==> config.mk <==
export PLATFORM = sky130hd
export DESIGN_NAME = sha256_byte_stream_hasher_top
export DESIGN_NICKNAME = d
export VERILOG_FILES = /design/src/hw/rtl/sha256_pkg.sv /design/src/hw/rtl/sha256_front.sv /design/src/hw/rtl/sha256_core.sv /design/src/hw/rtl/sha256_back.sv /design/src/hw/rtl/sha256_byte_stream_hasher_top.sv
export SDC_FILE = /design/constraint.sdc
export NUM_CORES = 2
export LEC_CHECK = 0
export ABC_CLOCK_PERIOD_IN_PS = 9450
export BUFFER_PORTS_ARGS = -buffer_cell sky130_fd_sc_hd__buf_2
export CAP_MARGIN = 20
export CORE_MARGIN = 2
export CORE_UTILIZATION = 65
export CTS_BUF_LIST = sky130_fd_sc_hd__clkbuf_8
export DETAILED_ROUTE_END_ITERATION = 12
export PLACE_DENSITY = 0.81
export RECOVER_POWER = 50
export SYNTH_ARGS = -nofsm -noshare
export SYNTH_HDL_FRONTEND = slang
export SYNTH_HIERARCHICAL = 1
export SYNTH_SLANG_ARGS = --single-unit
export TNS_END_PERCENT = 1
==> constraint.sdc <==
create_clock -name clk_i -period 9.45 [get_ports clk_i]
set_input_delay 2.835 -clock clk_i [delete_from_list [all_inputs] [get_ports clk_i]]
set_output_delay 2.835 -clock clk_i [all_outputs]
set_load 0.01 [all_outputs]
==> src/hw/rtl/sha256_pkg.sv <==
`timescale 1ns / 1ps

package sha256_pkg;

  typedef enum logic {
    OP_ABSORB = 1'b0,
    OP_FINISH = 1'b1
  } op_e;

  typedef struct packed {
    op_e        op;
    logic [7:0] data;
  } item_t;

  // Commands from the sequencer to the compression engine.
  typedef struct packed {
    logic        word_vld;
    logic [31:0] word;
    logic        start;
    logic        chain_init;
  } core_cmd_t;

  typedef struct packed {
    logic busy;
    logic done;
  } core_stat_t;

  // Initial hash values, entry 0 in the low bits.
  localparam logic [7:0][31:0] SHA_IV = {
    32'h5be0cd19, 32'h1f83d9ab, 32'h9b05688c, 32'h510e527f,
    32'ha54ff53a, 32'h3c6ef372, 32'hbb67ae85, 32'h6a09e667
  };

  localparam logic [63:0] BLOCK_BITS = 64'd512;
  localparam logic [5:0]  LEN_POS    = 6'd56;
  localparam logic [7:0]  PAD_BYTE   = 8'h80;

  function automatic logic [31:0] big0(input logic [31:0] x);
    big0 = {x[1:0], x[31:2]} ^ {x[12:0], x[31:13]} ^ {x[21:0], x[31:22]};
  endfunction

  function automatic logic [31:0] big1(input logic [31:0] x);
    big1 = {x[5:0], x[31:6]} ^ {x[10:0], x[31:11]} ^ {x[24:0], x[31:25]};
  endfunction

  function automatic logic [31:0] small0(input logic [31:0] x);
    small0 = {x[6:0], x[31:7]} ^ {x[17:0], x[31:18]} ^ {3'b000, x[31:3]};
  endfunction

  function automatic logic [31:0] small1(input logic [31:0] x);
    small1 = {x[16:0], x[31:17]} ^ {x[18:0], x[31:19]} ^ {10'b0, x[31:10]};
  endfunction

  function automatic logic [31:0] choose(input logic [31:0] e, input logic [31:0] f,
                                         input logic [31:0] g);
    choose = (e & f) ^ (~e & g);
  endfunction

  function automatic logic [31:0] major(input logic [31:0] a, input logic [31:0] b,
                                        input logic [31:0] c);
    major = (a & b) ^ (a & c) ^ (b & c);
  endfunction

  function automatic logic [31:0] round_k(input logic [5:0] t);
    unique case (t)
      6'd0:  round_k = 32'h428a2f98;
      6'd1:  round_k = 32'h71374491;
      6'd2:  round_k = 32'hb5c0fbcf;
      6'd3:  round_k = 32'he9b5dba5;
      6'd4:  round_k = 32'h3956c25b;
      6'd5:  round_k = 32'h59f111f1;
      6'd6:  round_k = 32'h923f82a4;
      6'd7:  round_k = 32'hab1c5ed5;
      6'd8:  round_k = 32'hd807aa98;
      6'd9:  round_k = 32'h12835b01;
      6'd10: round_k = 32'h243185be;
      6'd11: round_k = 32'h550c7dc3;
      6'd12: round_k = 32'h72be5d74;
      6'd13: round_k = 32'h80deb1fe;
      6'd14: round_k = 32'h9bdc06a7;
      6'd15: round_k = 32'hc19bf174;
      6'd16: round_k = 32'he49b69c1;
      6'd17: round_k = 32'hefbe4786;
      6'd18: round_k = 32'h0fc19dc6;
      6'd19: round_k = 32'h240ca1cc;
      6'd20: round_k = 32'h2de92c6f;
      6'd21: round_k = 32'h4a7484aa;
      6'd22: round_k = 32'h5cb0a9dc;
      6'd23: round_k = 32'h76f988da;
      6'd24: round_k = 32'h983e5152;
      6'd25: round_k = 32'ha831c66d;
      6'd26: round_k = 32'hb00327c8;
      6'd27: round_k = 32'hbf597fc7;
      6'd28: round_k = 32'hc6e00bf3;
      6'd29: round_k = 32'hd5a79147;
      6'd30: round_k = 32'h06ca6351;
      6'd31: round_k = 32'h14292967;
      6'd32: round_k = 32'h27b70a85;
      6'd33: round_k = 32'h2e1b2138;
      6'd34: round_k = 32'h4d2c6dfc;
      6'd35: round_k = 32'h53380d13;
      6'd36: round_k = 32'h650a7354;
      6'd37: round_k = 32'h766a0abb;
      6'd38: round_k = 32'h81c2c92e;
      6'd39: round_k = 32'h92722c85;
      6'd40: round_k = 32'ha2bfe8a1;
      6'd41: round_k = 32'ha81a664b;
      6'd42: round_k = 32'hc24b8b70;
      6'd43: round_k = 32'hc76c51a3;
      6'd44: round_k = 32'hd192e819;
      6'd45: round_k = 32'hd6990624;
      6'd46: round_k = 32'hf40e3585;
      6'd47: round_k = 32'h106aa070;
      6'd48: round_k = 32'h19a4c116;
      6'd49: round_k = 32'h1e376c08;
      6'd50: round_k = 32'h2748774c;
      6'd51: round_k = 32'h34b0bcb5;
      6'd52: round_k = 32'h391c0cb3;
      6'd53: round_k = 32'h4ed8aa4a;
      6'd54: round_k = 32'h5b9cca4f;
      6'd55: round_k = 32'h682e6ff3;
      6'd56: round_k = 32'h748f82ee;
      6'd57: round_k = 32'h78a5636f;
      6'd58: round_k = 32'h84c87814;
      6'd59: round_k = 32'h8cc70208;
      6'd60: round_k = 32'h90befffa;
      6'd61: round_k = 32'ha4506ceb;
      6'd62: round_k = 32'hbef9a3f7;
      6'd63: round_k = 32'hc67178f2;
    endcase
  endfunction

endpackage

==> src/hw/rtl/sha256_front.sv <==
`timescale 1ns / 1ps

module sha256_front import sha256_pkg::*; (
  input  logic       clk_i,
  input  logic       rst_ni,
  input  logic       s_axis_tvalid,
  output logic       s_axis_tready,
  input  logic [7:0] s_axis_tdata,   // [7:0] data_byte
  input  logic       s_axis_tuser,   // [0] kind
  output logic       q_valid_o,
  output item_t      q_item_o,
  input  logic       q_ready_i
);

  item_t       entry_q [2];
  logic        wr_ptr_q, wr_ptr_d;
  logic        rd_ptr_q, rd_ptr_d;
  logic [1:0]  cnt_q, cnt_d;
  logic        push, pop;
  item_t       item_in;

  always_comb begin
    item_in.op   = s_axis_tuser ? OP_FINISH : OP_ABSORB;
    item_in.data = s_axis_tdata;
  end

  assign s_axis_tready = (cnt_q != 2'd2);
  assign push          = s_axis_tvalid && s_axis_tready;
  assign q_valid_o     = (cnt_q != 2'd0);
  assign pop           = q_valid_o && q_ready_i;
  assign q_item_o      = entry_q[rd_ptr_q];

  always_comb begin
    wr_ptr_d = push ? ~wr_ptr_q : wr_ptr_q;
    rd_ptr_d = pop ? ~rd_ptr_q : rd_ptr_q;
    cnt_d    = cnt_q + {1'b0, push} - {1'b0, pop};
  end

  always_ff @(posedge clk_i or negedge rst_ni) begin
    if (!rst_ni) begin
      wr_ptr_q <= 1'b0;
      rd_ptr_q <= 1'b0;
      cnt_q    <= 2'd0;
    end else begin
      wr_ptr_q <= wr_ptr_d;
      rd_ptr_q <= rd_ptr_d;
      cnt_q    <= cnt_d;
    end
  end

  always_ff @(posedge clk_i) begin
    if (push) begin
      entry_q[wr_ptr_q] <= item_in;
    end
  end

endmodule

==> src/hw/rtl/sha256_core.sv <==
`timescale 1ns / 1ps

module sha256_core import sha256_pkg::*; (
  input  logic              clk_i,
  input  logic              rst_ni,
  input  core_cmd_t         cmd_i,
  output core_stat_t        stat_o,
  output logic [7:0][31:0]  chain_o
);

  logic [7:0][31:0]  chain_q;
  logic [7:0][31:0]  v_q;
  logic [15:0][31:0] w_q;
  logic [5:0]        round_q;
  logic              busy_q;
  logic              add_q;

  logic [31:0] t1, t2, sched_new;

  always_comb begin
    t1 = v_q[7] + big1(v_q[4]) + choose(v_q[4], v_q[5], v_q[6]) + round_k(round_q) + w_q[0];
    t2 = big0(v_q[0]) + major(v_q[0], v_q[1], v_q[2]);
    sched_new = small1(w_q[14]) + w_q[9] + small0(w_q[1]) + w_q[0];
  end

  always_ff @(posedge clk_i or negedge rst_ni) begin
    if (!rst_ni) begin
      busy_q  <= 1'b0;
      add_q   <= 1'b0;
      round_q <= 6'd0;
      chain_q <= SHA_IV;
    end else begin
      add_q <= busy_q && (round_q == 6'd63);
      if (cmd_i.start) begin
        busy_q  <= 1'b1;
        round_q <= 6'd0;
      end else if (busy_q) begin
        round_q <= round_q + 6'd1;
        if (round_q == 6'd63) begin
          busy_q <= 1'b0;
        end
      end
      if (cmd_i.chain_init) begin
        chain_q <= SHA_IV;
      end else if (add_q) begin
        for (int i = 0; i < 8; i++) begin
          chain_q[i] <= chain_q[i] + v_q[i];
        end
      end
    end
  end

  // Working variables and the 16-word schedule window.
  always_ff @(posedge clk_i) begin
    if (cmd_i.start) begin
      v_q <= chain_q;
    end else if (busy_q) begin
      v_q[7] <= v_q[6];
      v_q[6] <= v_q[5];
      v_q[5] <= v_q[4];
      v_q[4] <= v_q[3] + t1;
      v_q[3] <= v_q[2];
      v_q[2] <= v_q[1];
      v_q[1] <= v_q[0];
      v_q[0] <= t1 + t2;
    end
    if (cmd_i.word_vld || busy_q) begin
      for (int i = 0; i < 15; i++) begin
        w_q[i] <= w_q[i+1];
      end
      w_q[15] <= busy_q ? sched_new : cmd_i.word;
    end
  end

  assign stat_o.busy = busy_q;
  assign stat_o.done = add_q;
  assign chain_o     = chain_q;

endmodule

==> src/hw/rtl/sha256_back.sv <==
`timescale 1ns / 1ps

module sha256_back import sha256_pkg::*; (
  input  logic              clk_i,
  input  logic              rst_ni,
  input  logic              q_valid_i,
  input  item_t             q_item_i,
  output logic              q_ready_o,
  output core_cmd_t         cmd_o,
  input  core_stat_t        stat_i,
  input  logic [7:0][31:0]  chain_i,
  output logic              m_axis_tvalid,
  input  logic              m_axis_tready,
  output logic [31:0]       m_axis_tdata,   // [31:0] digest_word
  output logic [2:0]        m_axis_tuser,   // [2:0] word_index
  output logic              m_axis_tlast    // last_word
);

  localparam logic [1:0] ST_RUN  = 2'd0;
  localparam logic [1:0] ST_PAD  = 2'd1;
  localparam logic [1:0] ST_WAIT = 2'd2;
  localparam logic [1:0] ST_OUT  = 2'd3;

  logic [1:0]  state_q, state_d;
  logic [5:0]  fill_q, fill_d;
  logic [23:0] acc_q, acc_d;
  logic [63:0] bitlen_q, bitlen_d;
  logic [63:0] total_q, total_d;
  logic        pad_q, pad_d;
  logic        sent80_q, sent80_d;
  logic        lenblk_q, lenblk_d;
  logic        final_q, final_d;
  logic [2:0]  idx_q, idx_d;
  logic        m_valid_q, m_valid_d;
  logic [31:0] m_data_q, m_data_d;
  logic [2:0]  m_user_q, m_user_d;
  logic        m_last_q, m_last_d;

  logic        byte_vld;
  logic [7:0]  byte_val;
  logic [63:0] len_shift;

  // Length bytes go out most significant first at positions 56 to 63.
  assign len_shift = total_q >> {~fill_q[2:0], 3'b000};

  always_comb begin
    state_d   = state_q;
    fill_d    = fill_q;
    acc_d     = acc_q;
    bitlen_d  = bitlen_q;
    total_d   = total_q;
    pad_d     = pad_q;
    sent80_d  = sent80_q;
    lenblk_d  = lenblk_q;
    final_d   = final_q;
    idx_d     = idx_q;
    m_valid_d = m_valid_q;
    m_data_d  = m_data_q;
    m_user_d  = m_user_q;
    m_last_d  = m_last_q;
    byte_vld  = 1'b0;
    byte_val  = 8'h00;
    q_ready_o = 1'b0;
    cmd_o     = '0;

    if (m_axis_tready) begin
      m_valid_d = 1'b0;
    end

    unique case (state_q)
      ST_RUN: begin
        q_ready_o = 1'b1;
        if (q_valid_i) begin
          if (q_item_i.op == OP_ABSORB) begin
            byte_vld = 1'b1;
            byte_val = q_item_i.data;
          end else begin
            total_d  = bitlen_q + {55'b0, fill_q, 3'b000};
            pad_d    = 1'b1;
            sent80_d = 1'b0;
            lenblk_d = 1'b0;
            final_d  = 1'b0;
            state_d  = ST_PAD;
          end
        end
      end
      ST_PAD: begin
        byte_vld = 1'b1;
        if (!sent80_q) begin
          byte_val = PAD_BYTE;
          sent80_d = 1'b1;
          lenblk_d = (fill_q < LEN_POS);
        end else if (lenblk_q && (fill_q >= LEN_POS)) begin
          byte_val = len_shift[7:0];
        end
      end
      ST_WAIT: begin
        if (stat_i.done) begin
          if (final_q) begin
            idx_d   = 3'd0;
            state_d = ST_OUT;
          end else if (pad_q) begin
            state_d = ST_PAD;
          end else begin
            state_d = ST_RUN;
          end
        end
      end
      ST_OUT: begin
        if (!m_valid_q || m_axis_tready) begin
          m_valid_d = 1'b1;
          m_data_d  = chain_i[idx_q];
          m_user_d  = idx_q;
          m_last_d  = (idx_q == 3'd7);
          idx_d     = idx_q + 3'd1;
          if (idx_q == 3'd7) begin
            cmd_o.chain_init = 1'b1;
            bitlen_d = 64'd0;
            pad_d    = 1'b0;
            final_d  = 1'b0;
            state_d  = ST_RUN;
          end
        end
      end
    endcase

    // Common byte path: pack four bytes into a word, start a block when full.
    if (byte_vld) begin
      fill_d = fill_q + 6'd1;
      if (fill_q[1:0] == 2'b11) begin
        cmd_o.word_vld = 1'b1;
        cmd_o.word     = {acc_q, byte_val};
      end else begin
        acc_d = {acc_q[15:0], byte_val};
      end
      if (fill_q == 6'd63) begin
        cmd_o.start = 1'b1;
        state_d     = ST_WAIT;
        if (pad_q) begin
          // A block that held the length ends the message; otherwise the
          // next block carries it.
          final_d  = lenblk_q;
          lenblk_d = 1'b1;
        end else begin
          bitlen_d = bitlen_q + BLOCK_BITS;
        end
      end
    end
  end

  always_ff @(posedge clk_i or negedge rst_ni) begin
    if (!rst_ni) begin
      state_q   <= ST_RUN;
      fill_q    <= 6'd0;
      bitlen_q  <= 64'd0;
      pad_q     <= 1'b0;
      sent80_q  <= 1'b0;
      lenblk_q  <= 1'b0;
      final_q   <= 1'b0;
      idx_q     <= 3'd0;
      m_valid_q <= 1'b0;
    end else begin
      state_q   <= state_d;
      fill_q    <= fill_d;
      bitlen_q  <= bitlen_d;
      pad_q     <= pad_d;
      sent80_q  <= sent80_d;
      lenblk_q  <= lenblk_d;
      final_q   <= final_d;
      idx_q     <= idx_d;
      m_valid_q <= m_valid_d;
    end
  end

  always_ff @(posedge clk_i) begin
    acc_q    <= acc_d;
    total_q  <= total_d;
    m_data_q <= m_data_d;
    m_user_q <= m_user_d;
    m_last_q <= m_last_d;
  end

  assign m_axis_tvalid = m_valid_q;
  assign m_axis_tdata  = m_data_q;
  assign m_axis_tuser  = m_user_q;
  assign m_axis_tlast  = m_last_q;

endmodule

==> src/hw/rtl/sha256_byte_stream_hasher_top.sv <==
`timescale 1ns / 1ps

// SHA-256 hasher fed one message byte per input word (tuser low) and closed by
// a finish word (tuser high), which pads the message and returns the eight
// digest words, word 0 first, with tlast on word 7; the hasher is then ready
// for a new message. A two-entry input queue keeps taking words while the
// sequencer behind it is busy, until it is full. Every 64th data byte starts a
// block compression (64 rounds on a single round unit plus the chaining add),
// during which the sequencer takes no bytes. A finish pads the message byte by
// byte up to the end of the block (one or two blocks of padding), runs one
// compression per padded block, and hands out the digest words as the sink
// takes them.
module sha256_byte_stream_hasher_top import sha256_pkg::*; (
  input  logic        clk_i,
  input  logic        rst_ni,
  input  logic        s_axis_tvalid,
  output logic        s_axis_tready,
  input  logic [7:0]  s_axis_tdata,   // [7:0] data_byte
  input  logic        s_axis_tuser,   // [0] kind
  output logic        m_axis_tvalid,
  input  logic        m_axis_tready,
  output logic [31:0] m_axis_tdata,   // [31:0] digest_word
  output logic [2:0]  m_axis_tuser,   // [2:0] word_index
  output logic        m_axis_tlast    // last_word
);

  logic             q_valid;
  logic             q_ready;
  item_t            q_item;
  core_cmd_t        core_cmd;
  core_stat_t       core_stat;
  logic [7:0][31:0] chain;

  sha256_front u_front (
    .clk_i         (clk_i),
    .rst_ni        (rst_ni),
    .s_axis_tvalid (s_axis_tvalid),
    .s_axis_tready (s_axis_tready),
    .s_axis_tdata  (s_axis_tdata),
    .s_axis_tuser  (s_axis_tuser),
    .q_valid_o     (q_valid),
    .q_item_o      (q_item),
    .q_ready_i     (q_ready)
  );

  sha256_back u_back (
    .clk_i         (clk_i),
    .rst_ni        (rst_ni),
    .q_valid_i     (q_valid),
    .q_item_i      (q_item),
    .q_ready_o     (q_ready),
    .cmd_o         (core_cmd),
    .stat_i        (core_stat),
    .chain_i       (chain),
    .m_axis_tvalid (m_axis_tvalid),
    .m_axis_tready (m_axis_tready),
    .m_axis_tdata  (m_axis_tdata),
    .m_axis_tuser  (m_axis_tuser),
    .m_axis_tlast  (m_axis_tlast)
  );

  sha256_core u_core (
    .clk_i   (clk_i),
    .rst_ni  (rst_ni),
    .cmd_i   (core_cmd),
    .stat_o  (core_stat),
    .chain_o (chain)
  );

  a_start_idle: assert property (@(posedge clk_i) disable iff (!rst_ni)
    core_cmd.start |-> !core_stat.busy)
    else $error("compression started while rounds are running");

  a_word_idle: assert property (@(posedge clk_i) disable iff (!rst_ni)
    core_cmd.word_vld |-> !core_stat.busy)
    else $error("schedule word pushed while rounds are running");

  a_done_after_rounds: assert property (@(posedge clk_i) disable iff (!rst_ni)
    core_stat.done |-> $past(core_stat.busy))
    else $error("chaining add without a preceding round");

  a_last_index: assert property (@(posedge clk_i) disable iff (!rst_ni)
    (m_axis_tvalid && m_axis_tlast) |-> (m_axis_tuser == 3'd7))
    else $error("last digest word carries the wrong index");

endmodule

; After elaboration in Yosys (flattened, before gate mapping)
; Memories as Yosys holds them, arrays and structs flattened.
; Index checks and enable logic that the tools add are counted.
[op_classes]
addsub = 25
n_eq_ne = 14
bitwise = 21
magnitude_cmp = 3
reduce_logical = 20
mux = 76
n_shift = 1
[ops]
columns = op, count
row1 = $mux 256, 4
row2 = $add 32x32->32, 18
row3 = $mux 64, 6
row4 = $xor 32x32->32, 9
row5 = $and 32x32->32, 5
row6 = $bmux 32 s3, 1
row7 = $add 64x10->64 const B, 1
row8 = $add 64x9->64, 1
row9 = $mux 32, 2
row10 = $shr 64x6->8, 1
row11 = $mux 1, 36
row12 = $mux 34, 1
row13 = $mux 33, 1
row14 = $mux 8, 4
row15 = $not 32->32, 1
row16 = $xor 32x22->32, 1
row17 = $xor 32x29->32, 1
row18 = $mux 2, 8
row19 = $pmux 8 s2, 1
row20 = $add 6x1->6 const B, 2
row21 = $eq 6x6->1 const B, 2
row22 = $mux 6, 2
row23 = $reduce_bool 2->1, 6
row24 = $ne 2x1->1 const B, 5
row25 = 24 further kinds, 41
[totals]
word_cells = 214
mem_bits_rw = 18
mem_count = 2
reg_bits = 1240
rom_bits = 2048
[mem_list]
columns = memory, words, word_bits, rd, rd_ports_with_merged_regs, write_ports, line_no
row1 = (no name shown), 64, 32, 1, 0, 0, sha256_pkg.sv:65  ; unique case (t)
row2 = u_front.entry_q, 2, 9, 1, 0, 1, sha256_front.sv:15  ; item_t entry_q [2];

; Depth between registers and ports, before layout
[depth]
depth_word = 9
ltp_mapped = 37

; Modules after synthesis
; Netlist, hierarchy kept.
[by_module_without_submodules]
columns = module, area_each_um2, instances, seq_area_each_um2, cells_per_inst
row1 = sha256_core, 64718.3, 1, 29838.6, 5822
row2 = sha256_back, 12135.4, 1, 5725.5, 994
row3 = sha256_front, 880.8, 1, 640.6, 50

; Worst setup path after synthesis
; OpenSTA, ideal clock, no wires.
[synth_path]
path_kind = register -> register
from = register u_front.rd_ptr_q
to = register u_core/w_q[0] (netlist name), enable pin
arrival_ns = 7.990
t_required_ns = 8.783
setup_time_ns = 0.667
stages_incl_launch_ff = 10
setup_slack_ns = 0.793
path_cell_list = dfrtp_1 > buf_2 > mux2_2 > and3b_1 > clkbuf_1 > nor2_1 > nor2b_1 > clkbuf_1 > clkbuf_1 > or2_2
[synth_lines]
columns = item, line_no
row1 = start: declaration, sha256_front.sv:17  ; logic rd_ptr_q, rd_ptr_d;
row2 = start signal: assignment, sha256_front.sv:46  ; rd_ptr_q <= rd_ptr_d;
row3 = end signal: indexed assignment, sha256_core.sv:69  ; w_q[i] <= w_q[i+1];
row4 = end: declaration, sha256_core.sv:13  ; logic [15:0][31:0] w_q;

; Worst setup path after layout
[layout_path]
from = register u_core.round_q[2]
to = register u_core/v_q[31] (netlist name), data pin
[layout_via]
elab_chain_len = 6
[layout_rtl]
columns = item, line_no
row1 = start: declaration, sha256_core.sv:14  ; logic [5:0] round_q;
row2 = start signal: assignment, sha256_core.sv:38  ; round_q <= round_q + 6'd1;
row3 = $mem_v2 64x32, --
row4 = $add 32x32->32 (2 in series), sha256_core.sv:21  ; t1 = v_q[7] + big1(v_q[4]) + choose(v_q[4], v_q[5], v_q[6]) + round_k(round_q) + w_q[0];
row5 = $add 32x32->32, sha256_core.sv:65  ; v_q[0] <= t1 + t2;
row6 = $mux 256, sha256_core.sv:57  ; end else if (busy_q) begin
row7 = $mux 256, sha256_core.sv:55  ; if (cmd_i.start) begin
row8 = end signal: assignment, sha256_core.sv:56  ; v_q <= chain_q;
row9 = end: declaration, sha256_core.sv:12  ; logic [7:0][31:0] v_q;
; No other way between the ends. The select of a mux whose other input is x is not followed.
; A chain may end at the register's enable or synchronous reset.

==> impl_metrics.json <==
{
  "final_core_util": 0.706,
  "grt_max_degree": 203,
  "violations": "max-capacitance violations, max-slew violations",
  "fin_worst_skew_ns": 0.0660,
  "die_h_um": 350,
  "cp.arrival_ns": 9.49,
  "drt_first_pass_iters": 6,
  "cp-start-kind": "flip-flop",
  "clockBufferDepth": 3,
  "hpwl_um": 168000,
  "grt_pass1_vias": 54500,
  "crit_fanout": 12,
  "gp_congestion": 1.00,
  "report.final.slew_viol_count": 801,
  "drt_iter0_markers": 7748,
  "grt_pass1_wl_um": 343000,
  "critPathRequiredTime_ns": 10.13,
  "setup.worst_path.class": "reg2reg",
  "crit_path_end_kind": "flip-flop",
  "vias": 57300,
  "clkLatencyLatePin_ns": 0.95,
  "layout-drive-gt1-share": 0.141,
  "tritoncts": "done",
  "slowest_delay_ns": 0.49,
  "syn_avg_cell_area_um2": 11.3,
  "synth.net_count": 7490,
  "grt_usage": 0.377,
  "wl_per_cell_um": 26.6,
  "cts-resized-gates": 0,
  "clock-sinks": 1258,
  "max_slew_margin": -2.71,
  "final.setup.tns_ns": 0,
  "antenna_found_initial": 3,
  "cts_setup_buffers": 0,
  "finalHoldViolCount": 0,
  "grt_setup_unrepaired": "false",
  "via_per_inst": 6.59,
  "areaGrowthSynthToFinish_pct": 7.49,
  "path_clk_slew_ns": 0.06,
  "drc": 0,
  "post-route-period-util": 0.933,
  "critPathTopFamily": "compound AO/OA/AOI/OAI gates",
  "start_util": 0.657,
  "setup_viol": 0,
  "coreArea_mm2": 0.118,
  "synth_area_mm2": 0.0777,
  "grt_overflow": 0,
  "yosysWarnings": 6,
  "max_cap_violations": 17,
  "placementRows": 126,
  "die_x_um": 350,
  "wirelength_um": 231000,
  "ios": 51,
  "status": "complete, but fails checks",
  "postCtsHoldBufs": 0,
  "die_area_mm2": 0.122,
  "cts_root_buf": "clkbuf_8",
  "cpMaxStageDelayCell": "fa_1",
  "min_period_ns": 8.81,
  "worst-path-buf-inv": 4,
  "nets": 7532,
  "cts_max_level": 4,
  "worst_slew_pin_slew_ns": 5.57,
  "ant_nets": 0,
  "synth_cells": 6865,
  "numCtsBuffers": 209,
  "portBuffers": 50,
  "min_path_type": "reg2reg",
  "reg2reg_slack_ns": 0.64,
  "fmax_mhz": 113
}
state kept, by name (all words and copies together) (netlist names), 2 cells and up:
signal	count
u_core/w_q	512
u_core/chain_o	256
u_core/v_q	256
u_back/bitlen_q	64
u_back/total_q	64
u_back/m_axis_tdata	32
u_back/acc_q	24
u_front/entry_q	18
u_back/fill_q	6
u_core/round_q	6
u_back/idx_q	3
u_back/m_axis_tuser	3
u_back/state_q	2
u_front/cnt_q	2
layout make-up:
type	count	area [um^2]
Sequential cell	1258	36200
Fill cell	8535	34900
Tap cell	1600	2000
Inverter	420	1590
Clock buffer	228	3140
Multi-Input combinational cell	4879	38700
Timing Repair Buffer	139	938
Antenna cell	3	7.51
Clock inverter	165	922
path summary, 6_finish.rpt:
path,cells past startpoint,start,to
setup / recovery,33,u_core/round_q[2],u_core/v_q[31]
hold / removal,0,u_core/w_q[495],u_core/w_q[463]
setup reg to reg,33,u_core/round_q[2],u_core/v_q[31]
hold reg to reg,0,u_core/w_q[495],u_core/w_q[463]
max in group asynchronous,2,rst_ni,u_back/bitlen_q[35]
min in group asynchronous,1,rst_ni,u_core/chain_o[62]
metal layers:
layer	track usage	routed length, um
met5	0	27
met4	0.154	10000
met3	0.0919	26600
met1	0.551	96000
met2	0.542	98700
placed cells by master (no fill, tap or decap), types with 38 or more instances in the layout:
| cell | n |
|---|---|
| buf_2 | 44 |
| inv_1 | 491 |
| a211o_1 | 39 |
| a211oi_1 | 52 |
| dfstp_2 | 136 |
| a21oi_1 | 427 |
| nor2b_1 | 50 |
| o21bai_1 | 47 |
| edfxtp_1 | 910 |
| and2_1 | 53 |
| nand3_1 | 137 |
| o21ai_0 | 432 |
| nor2_1 | 418 |
| a31oi_1 | 60 |
| nand2_1 | 438 |
| nand2b_1 | 62 |
| o21a_1 | 62 |
| nand4_1 | 49 |
| clkbuf_8 | 229 |
| clkinv_1 | 38 |
| mux2i_1 | 90 |
| dfrtp_1 | 207 |
| and3_1 | 47 |
| o211ai_1 | 52 |
| a21o_1 | 196 |
| fa_1 | 197 |
| mux4_2 | 85 |
| mux2_2 | 276 |
| ha_1 | 415 |
| xnor2_1 | 393 |
| buf_4 | 65 |
| nor3_1 | 112 |
| xor2_1 | 232 |
through the flow:
step	setup slack, ns	hold slack [ns]	cell area (um^2)	std cells
CTS	0.682	0.392	83600	8685
floorplan	0.793	0.400	77700	6865
finish	0.636	0.386	83500	8692
global placement	0.804	0.400	79600	8292
global route	0.157	0.410	83500	8691
detailed placement	0.738	0.405	79600	8292
Power is not shown: default switching activity piles up to over one toggle a cycle in this logic, so the estimate is an artifact.
